==> src/sv/plsdb_pkg.sv <==
// Shared types, field widths and defaults of the pulsed level sensor debouncer.
`default_nettype none

package plsdb_pkg;

  // Field widths of the request and result channels
  localparam int CMD_W  = 2;
  localparam int IDX_W  = 8;
  localparam int PIN_W  = 7;
  localparam int EDGE_W = 8;
  localparam int FREQ_W = 16;
  localparam int DUR_W  = 4;

  // Defaults for the top-level parameters
  localparam int LEVEL_CHANNELS_DEF = 7;
  localparam int DEBOUNCE_LEN_DEF   = 5;
  localparam int PULSE_PERIOD_DEF   = 10;

  // Sampling phase used after reset
  localparam logic [DUR_W-1:0] DUR_RESET = 4'd1;

  typedef enum logic [CMD_W-1:0] {
    CMD_TICK     = 2'd0,
    CMD_SET_HIGH = 2'd1,
    CMD_SET_LOW  = 2'd2
  } cmd_t;

  // What one debounce lane reports to the merge logic
  typedef struct packed {
    logic state;      // debounced value after this cycle
    logic all_ones;   // history becomes all ones this cycle
    logic all_zeros;  // history becomes all zeros this cycle
  } lane_stat_t;

endpackage

`default_nettype wire

==> src/sv/plsdb_lane.sv <==
// One debounce lane: sample history shift register and debounced state bit.
`default_nettype none

module plsdb_lane #(
  parameter int DEBOUNCE_LEN = plsdb_pkg::DEBOUNCE_LEN_DEF
) (
  input  wire                     clk,
  input  wire                     rst_n,
  input  wire                     shift_en,
  input  wire                     sample,
  output plsdb_pkg::lane_stat_t   stat
);

  logic [DEBOUNCE_LEN-1:0] hist_r;
  logic [DEBOUNCE_LEN-1:0] hist_nxt;
  logic                    state_r;
  logic                    state_nxt;
  logic                    ones;
  logic                    zeros;

  always_comb begin
    hist_nxt  = hist_r;
    state_nxt = state_r;
    if (shift_en) begin
      hist_nxt = {hist_r[DEBOUNCE_LEN-2:0], sample};
    end
    ones  = &hist_nxt;
    zeros = ~|hist_nxt;
    if (shift_en) begin
      if (ones) begin
        state_nxt = 1'b1;
      end else if (zeros) begin
        state_nxt = 1'b0;
      end
    end
  end

  always_ff @(posedge clk) begin
    if (!rst_n) begin
      hist_r  <= '0;
      state_r <= 1'b0;
    end else begin
      hist_r  <= hist_nxt;
      state_r <= state_nxt;
    end
  end

  assign stat.state     = state_nxt;
  assign stat.all_ones  = shift_en & ones;
  assign stat.all_zeros = shift_en & zeros;

endmodule

`default_nettype wire

==> src/sv/pulsed_level_sensor_debouncer_unit.sv <==
// Top level of the pulsed level sensor debouncer: lanes, merge, latches and edge window.
//
//   channel | signals                                   | handshake
//   --------+-------------------------------------------+-------------
//   request | in_command .. in_flag_value               | in_valid/in_ready
//   result  | out_level_values .. out_frequency         | out_valid/out_ready
//   config  | cfg_wr_data (sampling phase)              | cfg_wr_en, no wait
//
// One request per cycle unless stalled; result visible the cycle after acceptance.
// State and the result register update together, so the result ports read
// the state registers directly; in_ready drops only while a result waits.
// Synchronous active-low reset; the sampling phase resets to 1, low latch to 1.
// A stalled result holds all state but dur_r; phase lookup is one constant table read.
`default_nettype none

module pulsed_level_sensor_debouncer_unit #(
  parameter int LEVEL_CHANNELS = plsdb_pkg::LEVEL_CHANNELS_DEF,
  parameter int DEBOUNCE_LEN   = plsdb_pkg::DEBOUNCE_LEN_DEF,
  parameter int PULSE_PERIOD   = plsdb_pkg::PULSE_PERIOD_DEF
) (
  input  wire                          clk,
  input  wire                          rst_n,
  // request channel
  input  wire                          in_valid,
  output logic                         in_ready,
  input  wire  [plsdb_pkg::CMD_W-1:0]  in_command,
  input  wire  [plsdb_pkg::IDX_W-1:0]  in_tick_index,
  input  wire  [plsdb_pkg::PIN_W-1:0]  in_level_pins,
  input  wire                          in_input_pin,
  input  wire  [plsdb_pkg::EDGE_W-1:0] in_edge_count,
  input  wire                          in_flag_value,
  // result channel
  output logic                         out_valid,
  input  wire                          out_ready,
  output logic [plsdb_pkg::PIN_W-1:0]  out_level_values,
  output logic                         out_input_debounced,
  output logic                         out_input_high_latch,
  output logic                         out_input_low_latch,
  output logic                         out_sensor_power,
  output logic [plsdb_pkg::FREQ_W-1:0] out_frequency,
  // configuration
  input  wire                          cfg_wr_en,
  input  wire  [plsdb_pkg::DUR_W-1:0]  cfg_wr_data
);

  localparam int PH_W      = $clog2(PULSE_PERIOD);
  localparam int IDX_DEPTH = 2 ** plsdb_pkg::IDX_W;

  typedef logic [PH_W-1:0] phase_tbl_t [IDX_DEPTH];

  // tick index -> index mod PULSE_PERIOD, built by counting with wrap
  function automatic phase_tbl_t build_phase_tbl();
    phase_tbl_t tbl;
    int         ph;
    ph = 0;
    for (int i = 0; i < IDX_DEPTH; i++) begin
      tbl[i] = PH_W'(ph);
      ph = (ph == PULSE_PERIOD - 1) ? 0 : ph + 1;
    end
    return tbl;
  endfunction

  localparam phase_tbl_t PHASE_TBL = build_phase_tbl();

  logic [PH_W-1:0]                dur_r;
  logic                           power_r;
  logic                           power_nxt;
  logic                           high_r;
  logic                           high_nxt;
  logic                           low_r;
  logic                           low_nxt;
  logic [plsdb_pkg::FREQ_W-1:0]   acc_r;
  logic [plsdb_pkg::FREQ_W-1:0]   acc_nxt;
  logic [plsdb_pkg::FREQ_W-1:0]   acc_sum;
  logic [plsdb_pkg::FREQ_W-1:0]   freq_r;
  logic [plsdb_pkg::FREQ_W-1:0]   freq_nxt;
  logic [plsdb_pkg::PIN_W-1:0]    levels_r;
  logic [plsdb_pkg::PIN_W-1:0]    levels_nxt;
  logic                           in_state_r;
  logic                           out_valid_r;
  logic                           out_valid_nxt;

  logic                           accept;
  logic                           tick;
  logic [PH_W-1:0]                phase;
  logic                           at_power_on;
  logic                           at_sample;
  logic                           lvl_shift;
  plsdb_pkg::lane_stat_t          in_stat;
  plsdb_pkg::lane_stat_t          lvl_stat [LEVEL_CHANNELS];
  plsdb_pkg::cmd_t                cmd;

  assign in_ready    = !out_valid_r || out_ready;
  assign accept      = in_valid && in_ready;
  assign cmd         = plsdb_pkg::cmd_t'(in_command);
  assign tick        = accept && (cmd == plsdb_pkg::CMD_TICK);
  assign phase       = PHASE_TBL[in_tick_index];
  assign at_power_on = (phase == '0);
  assign at_sample   = !at_power_on && (phase == dur_r);
  assign lvl_shift   = tick && at_sample;

  // Level lanes: shift only at the sampling phase; missing pins read wet
  for (genvar ch = 0; ch < LEVEL_CHANNELS; ch++) begin : g_lvl
    logic wet;
    if (ch < plsdb_pkg::PIN_W) begin : g_pin
      assign wet = ~in_level_pins[ch];
    end else begin : g_nopin
      assign wet = 1'b1;
    end
    plsdb_lane #(
      .DEBOUNCE_LEN (DEBOUNCE_LEN)
    ) u_lane (
      .clk      (clk),
      .rst_n    (rst_n),
      .shift_en (lvl_shift),
      .sample   (wet),
      .stat     (lvl_stat[ch])
    );
  end

  // Input lane: shift on every tick
  plsdb_lane #(
    .DEBOUNCE_LEN (DEBOUNCE_LEN)
  ) u_in_lane (
    .clk      (clk),
    .rst_n    (rst_n),
    .shift_en (tick),
    .sample   (~in_input_pin),
    .stat     (in_stat)
  );

  // Merge lane states into the reported level vector
  always_comb begin
    levels_nxt = '0;
    for (int ch = 0; ch < plsdb_pkg::PIN_W; ch++) begin
      if (ch < LEVEL_CHANNELS) begin
        levels_nxt[ch] = lvl_stat[ch].state;
      end
    end
  end

  assign acc_sum = acc_r + plsdb_pkg::FREQ_W'(in_edge_count);

  always_comb begin
    power_nxt     = power_r;
    high_nxt      = high_r;
    low_nxt       = low_r;
    acc_nxt       = acc_r;
    freq_nxt      = freq_r;
    out_valid_nxt = out_valid_r;
    if (out_ready) begin
      out_valid_nxt = 1'b0;
    end
    if (accept) begin
      out_valid_nxt = 1'b1;
      case (cmd)
        plsdb_pkg::CMD_TICK: begin
          if (at_power_on) begin
            power_nxt = 1'b1;
          end else if (at_sample) begin
            power_nxt = 1'b0;
          end
          if (in_stat.all_ones) begin
            high_nxt = 1'b1;
          end else if (in_stat.all_zeros) begin
            low_nxt = 1'b0;
          end
          // tick zero closes the window
          if (in_tick_index == '0) begin
            freq_nxt = acc_sum;
            acc_nxt  = '0;
          end else begin
            acc_nxt  = acc_sum;
          end
        end
        plsdb_pkg::CMD_SET_HIGH: high_nxt = in_flag_value;
        plsdb_pkg::CMD_SET_LOW:  low_nxt  = in_flag_value;
        default: ;
      endcase
    end
  end

  always_ff @(posedge clk) begin
    if (!rst_n) begin
      dur_r       <= PH_W'(plsdb_pkg::DUR_RESET);
      power_r     <= 1'b0;
      high_r      <= 1'b0;
      low_r       <= 1'b1;
      acc_r       <= '0;
      freq_r      <= '0;
      levels_r    <= '0;
      in_state_r  <= 1'b0;
      out_valid_r <= 1'b0;
    end else begin
      // saturate the sampling phase into 1 .. PULSE_PERIOD-1
      if (cfg_wr_en) begin
        if (cfg_wr_data == '0) begin
          dur_r <= PH_W'(1);
        end else if (cfg_wr_data > plsdb_pkg::DUR_W'(PULSE_PERIOD - 1)) begin
          dur_r <= PH_W'(PULSE_PERIOD - 1);
        end else begin
          dur_r <= PH_W'(cfg_wr_data);
        end
      end
      power_r     <= power_nxt;
      high_r      <= high_nxt;
      low_r       <= low_nxt;
      acc_r       <= acc_nxt;
      freq_r      <= freq_nxt;
      levels_r    <= levels_nxt;
      in_state_r  <= in_stat.state;
      out_valid_r <= out_valid_nxt;
    end
  end

  assign out_valid            = out_valid_r;
  assign out_level_values     = levels_r;
  assign out_input_debounced  = in_state_r;
  assign out_input_high_latch = high_r;
  assign out_input_low_latch  = low_r;
  assign out_sensor_power     = power_r;
  assign out_frequency        = freq_r;

  a_dur_range: assert property (@(posedge clk) disable iff (!rst_n)
    (dur_r != '0) && (dur_r <= PH_W'(PULSE_PERIOD - 1)))
    else $error("sampling phase out of range");

  a_power_on: assert property (@(posedge clk) disable iff (!rst_n)
    tick && at_power_on |=> out_sensor_power)
    else $error("sensor power not raised at phase zero");

  a_levels_hold: assert property (@(posedge clk) disable iff (!rst_n)
    !lvl_shift |=> $stable(out_level_values))
    else $error("level values changed outside a sampling tick");

  a_window: assert property (@(posedge clk) disable iff (!rst_n)
    tick && (in_tick_index == '0) |=> (out_frequency == $past(acc_sum)) && (acc_r == '0))
    else $error("frequency window not closed at tick zero");

endmodule

`default_nettype wire
==> config.mk <==
export PLATFORM = sky130hd
export DESIGN_NAME = pulsed_level_sensor_debouncer_unit
export DESIGN_NICKNAME = d
export VERILOG_FILES = /design/src/sv/plsdb_pkg.sv /design/src/sv/plsdb_lane.sv /design/src/sv/pulsed_level_sensor_debouncer_unit.sv
export SDC_FILE = /design/constraint.sdc
export NUM_CORES = 1
export LEC_CHECK = 0
export BUFFER_PORTS_ARGS = -buffer_cell sky130_fd_sc_hd__buf_2
export CORE_MARGIN = 10
export CORE_UTILIZATION = 55
export CTS_BUF_LIST = sky130_fd_sc_hd__clkbuf_16
export DETAILED_ROUTE_END_ITERATION = 10
export GPL_TIMING_DRIVEN = 0
export PLACE_DENSITY = 0.8
export SYNTH_ARGS = -nofsm -noshare
export SYNTH_HDL_FRONTEND = slang
export SYNTH_HIERARCHICAL = 1
export SYNTH_SLANG_ARGS = --single-unit
==> constraint.sdc <==
create_clock -name clk -period 6.1 [get_ports clk]
set_input_delay 0.915 -clock clk [delete_from_list [all_inputs] [get_ports clk]]
set_output_delay 0.915 -clock clk [all_outputs]
set_load 0.01 [all_outputs]
======== Word-level counts from Yosys, hierarchy flattened ========
Memory sizes are Yosys's and may differ from the RTL's.
Cells that the tools add are included.
storage, ports and cells
  register bits after elaboration ......... 95
  bits in read-only memories .............. 1024
  output and inout port bits .............. 29
  word-level logic and storage cells ...... 129
  memories kept ........................... 1
memory list
  memory           words  bits a word  rd ports  clocked after Yosys merged registers in  write ports  RTL line                                  RTL
  (no name shown)  256    4            1         0                                        0            pulsed_level_sensor_debouncer_unit.sv:97  assign phase = PHASE_TBL[in_tick_index];
operators by class
  add/subtract/negate cells ............... 1
  $lt $le $gt $ge ......................... 2
  equal/unequal tests ..................... 7
  mux-type cells .......................... 45
  bitwise operators ....................... 11
  reduce and logical (&&, ||, !) cells .... 38
operator list
  operator                                                               count
  5-bit two-way mux                                                      8
  5-bit AND reduction                                                    8
  5-bit OR reduction                                                     8
  1-bit two-way mux                                                      30
  16-bit by 8-bit adder with 16-bit output                               1
  16-bit two-way mux                                                     1
  4-bit two-way mux                                                      4
  9-bit >= comparator, second input constant                             1
  8-bit NOT with 9-bit output                                            1
  3-bit AND reduction                                                    3
  4-bit zero test                                                        2
  8-bit zero test                                                        1
  1-bit NOT                                                              8
  2-bit nonzero test                                                     4
  2-bit inequality test, second input constant                           3
  4-bit equality test                                                    1
  4-bit > comparator, second input constant                              1
  1-bit logical AND                                                      4
  1-bit one-hot mux with 2 select lines                                  2
  2-bit AND reduction                                                    2
  4-bit AND reduction                                                    1
  1-bit zero test                                                        3
  1-bit bitwise AND                                                      2
  2-bit by 1-bit equality test with 1-bit output, second input constant  1
  other kinds (4)                                                        4

======== Depth between registers and ports, before layout ========
  word-level depth ........................ 13
  depth in mapped cells ................... 15
  gate-level depth less buffers ........... 13

======== Hierarchy ========
The synthesis kept the hierarchy.
by module, submodules not included
  module                              times used  cells an instance  area each (µm²)  sequential area each (µm²)
  pulsed_level_sensor_debouncer_unit  1           379                3012.9           960.9
  plsdb_lane                          8           25                 242.7            100.1

======== Least setup slack after synthesis ========
No wires, ideal clock.
  path type ............................... input-to-reg
  start point ............................. input port in_tick_index[1] in the netlist's numbering
  end point ............................... register levels_r (netlist bit out_level_values[0])
  setup time .............................. 0.115 ns
  data arrival time ....................... 3.955 ns
  data required time ...................... 5.985 ns
  slack ................................... 2.030 ns
  stages on the path ...................... 14
  path buffers ............................ 2
  cells stage by stage .................... inv_1 -> ha_1 -> mux4_2 -> a32oi_1 -> o211ai_1 -> xor2_1 -> nor3_1 -> and3_1 -> buf_6 -> or4b_4 -> o21ai_2 -> a21oi_1 -> buf_4 -> and2_1
on the way
  word-level cells in the longest chain between the ends .. 13
  elaborated cells between the ends (all ways) .. 15
  those cells by class .................... 1 x eq/ne; 6 x mux; 1 x bitwise; 6 x reduce/logical; 1 x memory
RTL lines
  element                                                   RTL line                                   RTL
  start, declared                                           pulsed_level_sensor_debouncer_unit.sv:27   input wire [plsdb_pkg::IDX_W-1:0] in_tick_index,
  8-bit NOT with 9-bit output (not written as such) (*)     pulsed_level_sensor_debouncer_unit.sv:97
  memory 256 x 4 bit (*)                                    -
  4-bit two-way mux (not written as such) (*) (2 in a row)  pulsed_level_sensor_debouncer_unit.sv:97
  4-bit zero test                                           pulsed_level_sensor_debouncer_unit.sv:98   assign at_power_on = (phase == '0);
  1-bit zero test                                           pulsed_level_sensor_debouncer_unit.sv:99   assign at_sample = !at_power_on && (phase == dur_r);
  1-bit logical AND (*)                                     pulsed_level_sensor_debouncer_unit.sv:99
  1-bit logical AND (*)                                     pulsed_level_sensor_debouncer_unit.sv:100  assign lvl_shift = tick && at_sample;
  via lvl_shift                                             pulsed_level_sensor_debouncer_unit.sv:88   logic lvl_shift;
  5-bit two-way mux                                         plsdb_lane.sv:24                           if (shift_en) begin
  5-bit OR reduction                                        plsdb_lane.sv:28                           zeros = ~|hist_nxt;
  1-bit two-way mux                                         plsdb_lane.sv:32                           end else if (zeros) begin
  1-bit two-way mux                                         plsdb_lane.sv:30                           if (ones) begin
  1-bit two-way mux (*)                                     plsdb_lane.sv:29                           if (shift_en) begin
  via g_lvl[0].u_lane.state_nxt                             plsdb_lane.sv:17                           logic state_nxt;
  end signal, assigned                                      pulsed_level_sensor_debouncer_unit.sv:210  levels_r <= levels_nxt;
  end, declared                                             pulsed_level_sensor_debouncer_unit.sv:77   logic [plsdb_pkg::PIN_W-1:0] levels_r;
The timed path passes the listed nets; every way through them passes the cells marked *. The select of a mux whose other input is x is not followed.
A chain may end at the register's enable or synchronous reset.

======== Worst setup path in the final report ========
  start point ............................. input port in_tick_index[2] in the netlist's numbering
  end point ............................... register levels_r (netlist bit out_level_values[4])
on the way
  word-level cells in the longest chain between the ends .. 13
  elaborated cells between the ends (all ways) .. 15
  those cells by class .................... 1 x eq/ne; 6 x mux; 1 x bitwise; 6 x reduce/logical; 1 x memory
RTL lines
  element                                                   RTL line
  8-bit NOT with 9-bit output (not written as such) (*)     pulsed_level_sensor_debouncer_unit.sv:97
  memory 256 x 4 bit (*)                                    -
  4-bit two-way mux (not written as such) (*) (2 in a row)  pulsed_level_sensor_debouncer_unit.sv:97
  4-bit zero test                                           pulsed_level_sensor_debouncer_unit.sv:98
  1-bit zero test                                           pulsed_level_sensor_debouncer_unit.sv:99
  1-bit logical AND (*)                                     pulsed_level_sensor_debouncer_unit.sv:99
  1-bit logical AND (*)                                     pulsed_level_sensor_debouncer_unit.sv:100
  via lvl_shift                                             pulsed_level_sensor_debouncer_unit.sv:88
  5-bit two-way mux                                         plsdb_lane.sv:24
  5-bit OR reduction                                        plsdb_lane.sv:28
  1-bit two-way mux                                         plsdb_lane.sv:32
  1-bit two-way mux                                         plsdb_lane.sv:30
  1-bit two-way mux (*)                                     plsdb_lane.sv:29
  via g_lvl[4].u_lane.state_nxt                             plsdb_lane.sv:17
Marked as above.

==> results_dict.tcl <==
set metrics [dict create \
    hold_viol_final 0 \
    cts_buffer_depth 2 \
    worstMarginPinSlew_ns 0.5732 \
    antenna_cells 0 \
    finalMaxSlewViolations 0 \
    clock_latency_ns 0.33 \
    port_buffers 62 \
    cts.clk_slew.worst_paths_ns 0.06 \
    skew_ns 0.005686 \
    crit_path_cell_trace "buf_2 -> inv_1 -> ha_1 -> mux4_2 -> a32oi_1 -> o211ai_1 -> xor2_1 -> nor3_1 -> and3_1 -> buf_6 -> or4b_4 -> o21ai_2 -> a21oi_1 -> buf_4 -> and2_1" \
    cp-start-kind "input port" \
    grt_use_total_pct 18.24 \
    syn_inst 565 \
    total_leakage_power_nw 2.289 \
    wl_um 11940 \
    yosysWarnings 6 \
    globalRouteMet3Util_pct 4.088 \
    syn_to_final_growth_pct 15.09 \
    fin_nets 687 \
    critPathCaptureType "register" \
    cts_resized 0 \
    rsz0062_at_grt "false" \
    cp_slowest_stage_delay_ns 0.55 \
    peakVddDrop_mv 0.1174 \
    met2_usage_pct 30.45 \
    synth_nets 614 \
    relSlewSlack_pct 61.78 \
    antenna_found_initial 0 \
    dieArea_um2 13030 \
    cp.required_ns 6.33 \
    timing.final.crit_share_pct 73.50 \
    worstSetupPathType "in -> reg" \
    crit_family "simple AND/OR/NAND/NOR gates" \
    max-cap-violations 0 \
    start_util_pct 56.19 \
    clock.fmax_ghz 0.2230 \
    coreArea_um2 8678 \
    hp-class "reg -> reg" \
    vias_per_cell 5.791 \
    drc_errors 0 \
    dieWidth_um 114.2 \
    p_per_area_nw_per_um2 224.2 \
    rows 34 \
    cts_hold_buf 0 \
    crit_buf_inv 4 \
    cp.arrival_ns 4.71 \
    slowest_stage "and3_1" \
    synth_area_um2 4876 \
    io_pins 65 \
    via_count 4349 \
    fill_cells 739 \
    setup_viol 0 \
    met1_usage_pct 22.49 \
    layout-drive-gt1-share_pct 20.22 \
    dieHeight_um 114.2 \
    cts_max_level 3 \
    cp_max_fo 9 \
    drt-initial-drc-count 228 \
    r2r_slack_ns 2.68 \
    firstDrtPassIters 5 \
    cp_num_cells 15 \
    grt_pass1_wl_um 20180 \
    avgRoutedWirePerCell_um 15.89 \
    setup_tns_ns 0 \
    synth_area_per_cell_um2 8.630 \
    cts_root_buffer "clkbuf_16" \
    placement.cell_area_um2 5321 \
    r2r_cells 12 \
    numCtsBuffers 9 \
    multiInputGateArea_um2 2731 \
    postRouteAntennaNets 0 \
    cts_setup_buffers 0 \
    busiest_layer "met2" \
    overflow 0 \
    holdPathStages 2 \
    finalInstanceArea_um2 5612 \
    seq_area_um2 1762 \
    cts_tree "built" \
    first_global_vias 4431 \
    grt_max_degree 24 \
    period_needed_ns 4.484 \
    status "completed" \
    place_congestion 0.8974 \
    clock-sinks 88 \
    hpwl_um 8818 \
]
## area by class of cell
| class | instances | share of cell area, % |
|---|---|---|
| buffer | 34 | 4.080 |
| tap | 108 | 2.408 |
| timing repair buffer | 62 | 5.530 |
| multi-input combinational | 402 | 48.67 |
| clock buffer | 9 | 4.013 |
| sequential | 88 | 31.39 |
| inverter | 41 | 2.742 |
| clock inverter | 7 | 1.159 |
## path summary, 6_finish.rpt
kind / from / end
setup / recovery: in_tick_index[2] / out_level_values[4]
setup reg to reg: out_valid / out_level_values[4]
hold reg to reg: out_frequency[5] / out_frequency[5]
hold / removal: out_frequency[5] / out_frequency[5]
## metrics by stage
stage / total power, W / hold WS (ns) / setup slack, ns / std cells / utilization, %
after global routing: 0.001302 / 0.4761 / 1.379 / 751 / 64.66
after floorplan: 0.0006900 / 0.4356 / 2.042 / 565 / -
after CTS: 0.001263 / 0.4525 / 1.677 / 751 / 64.66
final: 0.001258 / 0.4510 / 1.616 / 751 / 64.66
after global placement: 0.0007283 / 0.4412 / 1.439 / 735 / 61.32
after detailed placement: 0.0007337 / 0.4434 / 1.330 / 735 / 61.32
## cells in the final DEF (no fill, tap or decap), drive strengths merged, types with 6 or more instances in the layout
cell	instances
nand3	17
and4	8
xor2	6
mux2i	37
nor2	55
nand2	42
dfxtp	88
clkbuf	21
o21ai	25
a21oi	46
o211ai	8
a22oi	6
nand2b	19
and2	9
inv	42
and3	8
nor3	12
xnor2	13
ha	12
buf	84
or4b	8
o22ai	10
## layer usage
metal | vias up | wire length (um)
li1 | 2137 | -
met1 | 2043 | 5422
met2 | 152 | 5549
met3 | 17 | 744
met4 | 0 | 219
met5 | - | 0
## worst register-to-register path, delay by kind of cell (launching register included)
family / cells / cell delay [ns]
and+or+nand+nor: 7 / 2.12
buffers and inverters: 3 / 0.63
DFF: 1 / 0.33
AOI/OAI and AO/OA: 2 / 0.24
## registers in the layout, indices dropped and copies added, names as in the netlist, 4 cells and up
register / flops
acc_r: 16
dur_r: 4
out_level_values: 7
u_in_lane/hist_r: 4
g_lvl.u_lane/hist_r: 28
g_lvl.u_lane/state_r: 7
out_frequency: 16
## where the power goes
| part | internal [W] | switching (W) |
|---|---|---|
| combinational | 0.0000568 | 0.0000844 |
| clock | 0.000314 | 0.000220 |
| sequential | 0.000580 | 0.00000366 |
| total | 0.000950 | 0.000308 |
Power figures use the tool's default switching activity.
